===== config.mk =====
export PLATFORM = sky130hd
export DESIGN_NAME = obse_front
export DESIGN_NICKNAME = d
export VERILOG_FILES = /design/src/rtl/core/order_book_side_engine_defines.svh /design/src/rtl/core/obse_pkg.sv /design/src/rtl/core/obse_front.sv
export SDC_FILE = /design/constraint.sdc
export NUM_CORES = 1
export LEC_CHECK = 0
export BUFFER_PORTS_ARGS = -buffer_cell sky130_fd_sc_hd__buf_2
export CAP_MARGIN = 20
export CORE_MARGIN = 5
export CORE_UTILIZATION = 30
export CTS_BUF_LIST = sky130_fd_sc_hd__clkbuf_8
export CTS_CLUSTER_DIAMETER = 200
export DETAILED_ROUTE_END_ITERATION = 6
export PLACE_DENSITY = 0.54
export SYNTH_ARGS = -nofsm -noshare
export SYNTH_HDL_FRONTEND = slang
export SYNTH_SLANG_ARGS = --single-unit

===== constraint.sdc =====
create_clock -name clk_i -period 23.5 [get_ports clk_i]
set_clock_uncertainty 0.2 [all_clocks]
set_input_delay 3.525 -clock clk_i [delete_from_list [all_inputs] [get_ports clk_i]]
set_output_delay 3.525 -clock clk_i [all_outputs]
set_load 0.02 [all_outputs]

===== src/rtl/core/order_book_side_engine_defines.svh =====
// Assertion macros shared by the order book side engine RTL.
`ifndef ORDER_BOOK_SIDE_ENGINE_DEFINES_SVH
`define ORDER_BOOK_SIDE_ENGINE_DEFINES_SVH

`ifndef SYNTH
// Same-cycle implication, checked out of reset.
`define OBSE_ASSERT_IMP(lbl, ante, cons) \
  lbl: assert property (@(posedge clk_i) disable iff (!rst_ni) (ante) |-> (cons)) \
    else $error("assertion failed");
// Next-cycle implication, checked out of reset.
`define OBSE_ASSERT_NXT(lbl, ante, cons) \
  lbl: assert property (@(posedge clk_i) disable iff (!rst_ni) (ante) |=> (cons)) \
    else $error("assertion failed");
`else
`define OBSE_ASSERT_IMP(lbl, ante, cons)
`define OBSE_ASSERT_NXT(lbl, ante, cons)
`endif

`endif


===== src/rtl/core/obse_pkg.sv =====
// Shared types, codes and defaults of the order book side engine.
`timescale 1ns / 1ps
`default_nettype none
package obse_pkg;

  localparam int unsigned LEVELS_DEF = 1024;
  localparam int unsigned POOL_DEF   = 64;
  localparam int unsigned PTR_W      = 7;
  localparam logic [PTR_W-1:0] PTR_NIL = 7'd127;
  localparam int unsigned LI_MAX_W   = 16;
  localparam int unsigned SUM_W      = 38;

  // Operation codes
  localparam logic [2:0] MODE_ADD    = 3'd0;
  localparam logic [2:0] MODE_CANCEL = 3'd1;
  localparam logic [2:0] MODE_FILL   = 3'd2;
  localparam logic [2:0] MODE_LIST   = 3'd4;

  // Result status codes
  localparam logic [2:0] ST_OK        = 3'd0;
  localparam logic [2:0] ST_NOT_FOUND = 3'd1;
  localparam logic [2:0] ST_OUT_WIN   = 3'd2;
  localparam logic [2:0] ST_POOL_FULL = 3'd3;
  localparam logic [2:0] ST_OVERFILL  = 3'd4;

  // Configuration register indexes
  localparam logic [7:0] CFG_BASE_PRICE = 8'd0;
  localparam logic [7:0] CFG_BEST_HIGH  = 8'd1;

  // Classified command handed from front to back
  typedef struct packed {
    logic [2:0]          mode;
    logic                win;
    logic [LI_MAX_W-1:0] li;
    logic [63:0]         id;
    logic [31:0]         qty;
    logic [63:0]         seq;
  } cmd_t;

  // One price level record
  typedef struct packed {
    logic [PTR_W-1:0] head;
    logic [PTR_W-1:0] tail;
    logic [SUM_W-1:0] sum;
  } level_t;

endpackage
`default_nettype wire


===== src/rtl/core/obse_front.sv =====
// Front end: window check of incoming commands and a two-entry command queue.
`timescale 1ns / 1ps
`default_nettype none
module obse_front #(
  parameter int unsigned LEVELS = obse_pkg::LEVELS_DEF
) (
  input  wire logic         clk_i,
  input  wire logic         rst_ni,
  input  wire logic         push_i,
  input  wire logic [2:0]   mode_i,
  input  wire logic [31:0]  price_i,
  input  wire logic [63:0]  order_id_i,
  input  wire logic [31:0]  quantity_i,
  input  wire logic [63:0]  sequence_req_i,
  input  wire logic [31:0]  base_price_i,
  output logic              full_o,
  output logic              valid_o,
  output obse_pkg::cmd_t    head_o,
  input  wire logic         pop_i
);

  obse_pkg::cmd_t cmd_in;
  obse_pkg::cmd_t q_q [2];
  logic           wptr_q, rptr_q;
  logic [1:0]     cnt_q;
  logic [31:0]    offset;

  // Classify: offset from the window base and window membership
  always_comb begin
    offset      = price_i - base_price_i;
    cmd_in.mode = mode_i;
    cmd_in.win  = (price_i >= base_price_i) && (offset < LEVELS);
    cmd_in.li   = offset[obse_pkg::LI_MAX_W-1:0];
    cmd_in.id   = order_id_i;
    cmd_in.qty  = quantity_i;
    cmd_in.seq  = sequence_req_i;
  end

  // Queue storage
  always_ff @(posedge clk_i) begin
    if (push_i) begin
      q_q[wptr_q] <= cmd_in;
    end
  end

  // Queue pointers
  always_ff @(posedge clk_i or negedge rst_ni) begin
    if (!rst_ni) begin
      wptr_q <= 1'b0;
      rptr_q <= 1'b0;
      cnt_q  <= 2'd0;
    end else begin
      if (push_i) wptr_q <= ~wptr_q;
      if (pop_i)  rptr_q <= ~rptr_q;
      cnt_q <= cnt_q + 2'(push_i) - 2'(pop_i);
    end
  end

  assign full_o  = (cnt_q == 2'd2);
  assign valid_o = (cnt_q != 2'd0);
  assign head_o  = q_q[rptr_q];

endmodule
`default_nettype wire


* Word level (Yosys, flattened, before mapping)
Memory sizes are Yosys's and may differ from the RTL's.
Index checks and enable logic that the tools add are counted.
** Storage, ports and cells
- Bits in registers :: 4
- Bits in latches :: 0
- Memory bits (writable) :: 360
- Bits in read-only memories :: 0
- Input bits :: 231
- Output and inout bits :: 182
- Logic and storage cells :: 16
- Memories :: 1
** Memories
- q_q :: depth 2, bits a word 180, rd ports 1, clocked after Yosys merged registers in 0, write ports 1, line obse_front.sv:23 : obse_pkg::cmd_t q_q [2];
** Operators by class
- Add/sub/neg operators :: 3
- Multipliers :: 0
- Div/mod/pow operators :: 0
- Order comparisons :: 2
- Equality and inequality tests :: 1
- Shift-type cells :: 0
- Multiplexer cells :: 2
- Bitwise operators :: 2
- Reduce and logical (&&, ||, !) cells :: 2
** Operators with widths (number)
- >= comparator 32 bit :: 1
- < comparator 32 x 11 -> 1 bit (second input constant) :: 1
- subtractor 32 bit :: 1
- adder 2 x 1 -> 2 bit :: 1
- equality test 2 bit (second input constant) :: 1
- two-way mux 1 bit :: 2
- inverter 1 bit :: 2
- nonzero test 2 bit :: 1
- subtractor 2 x 1 -> 2 bit :: 1
- logical AND 1 bit :: 1

* Longest topological paths before layout
Gate-level depths: netlist of run 1.
- Depth after elaboration :: 3
- Gate-level depth with buffers :: 13
- Gate-level depth less buffers :: 13

* Worst setup path after synthesis of run 1
OpenSTA, ideal clock, no wires.
- Path type :: input-to-reg
- Start :: input push_i
- End :: memory q_q[0][0] (netlist bit) (enable)
- Setup time :: 744 ps
- Arrival time :: 11294 ps
- Required time :: 22556 ps
- Setup slack :: 11261 ps
- Cell stages on the path :: 1
- Path through :: nor2b_1
** Between the ends
- Cells in the longest elaborated chain, start to end :: 2
** RTL lines
- start: declaration :: line obse_front.sv:9 : input wire logic push_i,
- two-way mux 1 bit :: line obse_front.sv:41 : if (push_i) begin
- two-way mux 1 bit (not written as such) :: line obse_front.sv:42 : q_q[wptr_q] <= cmd_in;
- end: declaration :: line obse_front.sv:23
Every way passes these cells.

==> flow_summary.ini, run 1 <==
[synth]
synth-edff-count = 360
synth-seq-area-share_pct = 72.55
syn_area_per_cell_um2 = 17.33
synthDistinctLibCells = 50
synth-seq-cells = 364
synthCells = 868
ys.flop_type = edfxtp_1
synthesis.nets = 1134
yosysWarnings = 0
synth_area_mm2 = 0.01504
synth-async-reset-ratio_pct = 1.099

[timing]
fin_setup_tns_ps = 0
period_share_pct = 31.59
tightestPinTransition_ps = 1012
min_period_ps = 7424
rsz0062_at_grt = no
hold_viol = 0
fin_ws_ps = 16080
finalSetupViolations = 0
relSlewSlack_pct = 32.55
report.final.slew_viol_count = 0
fmax_ghz = 0.1347

[cells_and_area]
stdcell_area_mm2 = 0.01918
layout-drive-gt1-share_pct = 50.07
fillers = 4762
final_nets = 1590
synthToLayoutAreaGrowth_pct = 27.51

[global_route]
grt_pass1_wl_um = 55880
grt-ovfl-total = 0
grt_max_degree = 156
first_global_vias = 9363
antenna_found_initial = 4
track_usage_pct = 13.40

[placement]
port_buffers = 412
dp_worst_setup_slack_ps = 16450
gp_congestion = 0.8305
placed_area_mm2 = 0.01790
detailed_place_hpwl_um = 28110

[detailed_routing]
drtIter0Drc = 480
antenna_left = 0
wl_per_cell_um = 19.04
via_count = 9070
top_layer = met5
route.met2.wl_um = 18710
drt-met1-wl_um = 15910
wl_met3_um = 3626
drc_errors = 0
wl_um = 38980
vias_per_cell = 4.431
firstDrtPassIters = 5

[worst_setup_path]
worstReg2RegStart = wptr_q
worst-endpoint-arrival_ps = 3700
crit_path_start_kind = flip-flop
worstPathMaxFanout = 63
reg2reg_depth = 3
crit_start = rptr_q
r2r_end = q_q[1][29]
endpoint_kind = output pin
critical_path_required_ps = 19780
worstSetupPathType = reg -> out
r2r_slack_ps = 20050

[die]
die_area_mm2 = 0.05471
coreArea_mm2 = 0.04986
ios = 413
die_w_um = 233.9
die_y_um = 233.9
fp-row-count = 82
initial_core_util_pct = 30.16

[clock_tree]
hold_buffers = 0
htreeDepth = 2
clk_pin_slew_ps = 60
cts.sinks = 364
cts_root_buffer = clkbuf_8
cts_buffers = 61
cts_tree = done
cts_buffer_depth = 3
post-cts-setup-buffers = 0
clock_latency_ps = 610
cts_resized = 0

[hold_path]
hold_end = wptr_q
hold_path.class = reg -> reg
worstHoldStart = wptr_q
whs_path_depth = 1

[power_and_ir_drop]
leakagePower_nw = 7.521
pwr_density_cell_mw_per_mm2 = 115.2
ir_drop_mv = 0.04748

[status]
status = complete, no violations

[job]
cap_violations = 0
==> synth_stat cells (5+ instances only) <==
cell,n,share of area [%]
a21o_1,14,0.70
nand2b_1,5,0.21
xnor2_1,16,0.93
nand2_1,26,0.65
nand4_1,10,0.42
o21a_1,5,0.25
ha_1,34,2.8
nor2b_1,6,0.25
a21oi_1,40,1.3
o21ai_0,13,0.43
mux2_2,180,13
nor2_1,21,0.52
inv_1,41,1.0
xor2_1,12,0.70
clkbuf_1,22,0.55
edfxtp_1,360,72
==> worst max-delay path by stage <==
| stage | to | slack, ps | cells after the start |
|---|---|---|---|
| 2_1_floorplan | q_q[0][0] | 11260 | 1 |
| 3_3_place_gp | head_o[143] | 16500 | 4 |
| 3_5_place_dp | head_o[59] | 16450 | 4 |
| 4_1_cts | head_o[59] | 15730 | 4 |
| 5_1_grt | head_o[66] | 15800 | 5 |
| 6_report | head_o[68] | 16080 | 5 |
==> power breakdown <==
group          internal (mW)  switching, mW  leakage, nW
Combinational          0.279          0.452         3.39
Clock                  0.318          0.248        0.707
Sequential             0.869         0.0438         3.42
Total                   1.47          0.743         7.52
==> layout by cell type (no fill, tap or decap), types with 13 or more instances in the layout <==
cell type and n:
inv_1 64, edfxtp_1 360, nor2_1 21, xnor2_1 16, ha_1 34, o21ai_0 13
clkinv_1 14, mux2_2 180, buf_2 412, nand2_1 26, clkbuf_8 64, a21oi_1 40
a21o_1 14
==> layer usage <==
layer | vias to the layer above | track usage, %
li1 | 4286 | -
met1 | 4366 | 16.81
met2 | 355 | 22.23
met3 | 59 | 4.674
met4 | 4 | 3.524
met5 | - | 0
==> registers in the layout, indices dropped and copies added, names as in the netlist <==
name / count
cnt_q: 2
q_q: 360
rptr_q: 1
wptr_q: 1
==> through the flow <==
stage	std cells	hold slack, ps	util (%)	total power [mW]
detailed placement	1932	330.7	35.90	1.668
finish	2047	344.6	38.46	2.209
floorplan	868	255.5	-	1.432
global route	2045	375.0	38.45	2.326
global placement	1932	327.9	35.90	1.665
CTS	2043	342.3	38.39	2.248
==> layout make-up <==
type / instances / area [um2] / share of cell area [%]
inverter: 41 / 153.9 / 0.8025
antenna: 3 / 7.507 / 0.03915
multi-input combinational: 438 / 3881 / 20.24
sequential: 364 / 10910 / 56.91
clock inverter: 47 / 359.1 / 1.873
clock buffer: 64 / 880.8 / 4.593
timing repair buffer: 418 / 2140 / 11.16
tap: 672 / 840.8 / 4.384
==> worst max-delay path, stage by stage, from the launching register on <==
cell,delay (ps)
dfrtp_4,810
buf_4,560
buf_16,290
buf_4,680
mux2_2,420
buf_2,160
==> cells by family after synthesis <==
| kind of cell | after synthesis | synth area share [%] |
|---|---|---|
| muxes | 182 | 13.61 |
| xor gates and xnor gates | 28 | 1.631 |
| and+or+nand+nor | 89 | 3.012 |
| DFF | 364 | 72.55 |
| AOI/OAI and AO/OA | 104 | 4.526 |
| adders and majority gates | 35 | 2.962 |
| buffers and inverters | 66 | 1.714 |
(Power assumes the default switching activity.)
==> run 2, diff against run 1 <==
--- a/config.mk
+++ b/config.mk
@@ -5,6 +5,7 @@
 export SDC_FILE = /design/constraint.sdc
 export NUM_CORES = 1
 export LEC_CHECK = 0
+export ABC_AREA = 1
 export BUFFER_PORTS_ARGS = -buffer_cell sky130_fd_sc_hd__buf_2
 export CAP_MARGIN = 20
 export CORE_MARGIN = 5
@@ -12,7 +13,7 @@
 export CTS_BUF_LIST = sky130_fd_sc_hd__clkbuf_8
 export CTS_CLUSTER_DIAMETER = 200
 export DETAILED_ROUTE_END_ITERATION = 6
-export PLACE_DENSITY = 0.54
+export PLACE_DENSITY = 0.53
 export SYNTH_ARGS = -nofsm -noshare
 export SYNTH_HDL_FRONTEND = slang
 export SYNTH_SLANG_ARGS = --single-unit
==> constraint.sdc (replaced) <==
create_clock -name clk_i -period 7.5 [get_ports clk_i]
set_clock_uncertainty 0.2 [all_clocks]
set_input_delay 1.125 -clock clk_i [delete_from_list [all_inputs] [get_ports clk_i]]
set_output_delay 1.125 -clock clk_i [all_outputs]
set_load 0.02 [all_outputs]
==> flow_summary.ini, run 2 <==
[status]
status = complete, no violations

[timing]
period_share_pct = 57.78
finalSetupViolations = 0
hold_viol = 0
relSlewSlack_pct = 29.55
min_period_ps = 4333
fmax_ghz = 0.2308
report.final.slew_viol_count = 0
tightestPinTransition_ps = 1057
fin_setup_tns_ps = 0
rsz0062_at_grt = no

[clock_tree]
post-cts-setup-buffers = 0
cts_buffer_depth = 3
htreeDepth = 2
cts_buffers = 59
cts_root_buffer = clkbuf_8
clock_latency_ps = 620
cts_tree = done
cts.sinks = 364
cts_resized = 0
hold_buffers = 0
clk_pin_slew_ps = 60

[die]
ios = 413
die_y_um = 239.5
initial_core_util_pct = 30.19
die_area_mm2 = 0.05736
die_w_um = 239.5
fp-row-count = 84
coreArea_mm2 = 0.05234

[cells_and_area]
layout_common_cells = buf_2 (412), edfxtp_1 (360), nand2_1 (218)
layout-drive-gt1-share_pct = 42.03
largest_reg_flops = 360
final_nets = 1867
top_register = q_q
stdcell_area_mm2 = 0.01980
synthToLayoutAreaGrowth_pct = 25.32
largestRegisters = q_q: 360 flops, cnt_q: 2 flops
layout_commonest_cell = buf_2

[worst_setup_path]
crit_path_start_kind = flip-flop
worstSetupPathType = reg -> out
r2r_end = q_q[1][156]
r2r_slack_ps = 4900
endpoint_kind = output pin
critical_path_required_ps = 6170
worstPathMaxFanout = 121
worstReg2RegStart = wptr_q
reg2reg_depth = 3
worst-endpoint-arrival_ps = 3010

[placement]
port_buffers = 412
detailed_place_hpwl_um = 32410
placed_area_mm2 = 0.01872
gp_congestion = 0.8937

[detailed_routing]
drc_errors = 0
vias_per_cell = 4.431
antenna_left = 0
drtIter0Drc = 532
wl_per_cell_um = 18.64
via_count = 10370
wl_um = 43630
firstDrtPassIters = 5

[global_route]
grt_pass1_wl_um = 63910
first_global_vias = 10720
grt_max_degree = 132
track_usage_pct = 14.54
grt-ovfl-total = 0
antenna_found_initial = 9

[synth]
yosysWarnings = 0
synth_most_common_cell = edfxtp_1
synth_area_mm2 = 0.01580
yosys.area.top_type = edfxtp_1
syn_area_per_cell_um2 = 13.82
synthesis.nets = 1409
synthCells = 1143
synthDistinctLibCells = 28
synth-edff-count = 360
synth-seq-area-share_pct = 69.05
synth-async-reset-ratio_pct = 1.099
synth-seq-cells = 364
yosysTopAreaCellShare_pct = 68.42
ys.flop_type = edfxtp_1
synth_commonest_cells = edfxtp_1 (360), nand2_1 (218), mux2_2 (180)
synthTopCellsByArea = edfxtp_1 (68%), mux2_2 (13%), nand2_1 (5.2%), inv_1 (3.5%), ha_1 (2.7%)

[job]
cap_violations = 0

[hold_path]
hold_path.class = in -> async

[power_and_ir_drop]
leakagePower_nw = 8.321
pwr_density_cell_mw_per_mm2 = 341.5
ir_drop_mv = 0.2379
run 2: cell types whose count changed in the layout (fill, tap and decap cells not counted), sizes merged, moves of 6 or more:
cell and change:
nand2 +199, inv +112, nor2 +39, nand3 +31, a21oi -18, a21o -15
xnor2 -13, o21ai -12, nor2b -6
run 2: how the worst max path moves through the flow:
stage          depth (start not counted)  slack, ps           to   start
5_1_grt                                3       2990  head_o[121]  rptr_q
4_1_cts                                3       3050  head_o[156]  rptr_q
3_5_place_dp                           3       3770  head_o[156]  rptr_q
2_1_floorplan                          2       1030    q_q[0][0]  push_i
3_3_place_gp                           3       3770   head_o[38]  rptr_q
6_report                               3       3170  head_o[123]  rptr_q
run 2: worst max-delay path: stages (launching register included):
cell and delay (ps):
dfrtp_4 990, buf_12 580, mux2_2 420, buf_2 180
run 2: final cells by class:
class,instances,area (um2)
diodes,8,20.02
clock buffers,59,812.0
clock inverters,45,254.0
fillers,5150,32540
inverters,149,564.3
multi-input cells,610,4252
flip-flops and latches,364,10910
well taps,688,860.8
repair buffers,417,2125
run 2: report_power, final:
group / switching (mW) / total (mW) / internal, mW
Clock: 0.755 / 1.56 / 0.802
Sequential: 0.161 / 2.88 / 2.72
Combinational: 1.46 / 2.33 / 0.867
run 2: cell families after synthesis:
family / Yosys count / synth area share, %
adder cells (fa/ha/maj): 35 / 2.819
AO/OA/AOI/OAI: 35 / 1.227
XOR/XNOR: 12 / 0.6652
AND/OR/NAND/NOR: 348 / 9.321
multiplexers: 180 / 12.83
flip-flops: 364 / 69.05
buffers and inverters: 169 / 4.086
run 2: metal layers:
metal | track usage (%) | up-vias | routed length [um]
li1 | - | 4944 | -
met1 | 17.40 | 5033 | 17400
met2 | 25.91 | 317 | 22290
met3 | 3.627 | 73 | 2816
met4 | 4.375 | 2 | 1103
met5 | 0 | - | 11
run 2: stage by stage:
stage          hold slack (ps)  setup slack (ps)  utilization, %  power (mW)  std cells
2_1_floorplan            281.0              1028               -       4.476       1143
3_3_place_gp             330.8              3773           35.76       5.293       2228
3_5_place_dp             343.5              3766           35.76       5.301       2228
4_1_cts                  12.67              3051           37.79       6.905       2332
5_1_grt                  27.18              2985           37.81       7.125       2336
6_report                 93.97              3167           37.83       6.763       2340
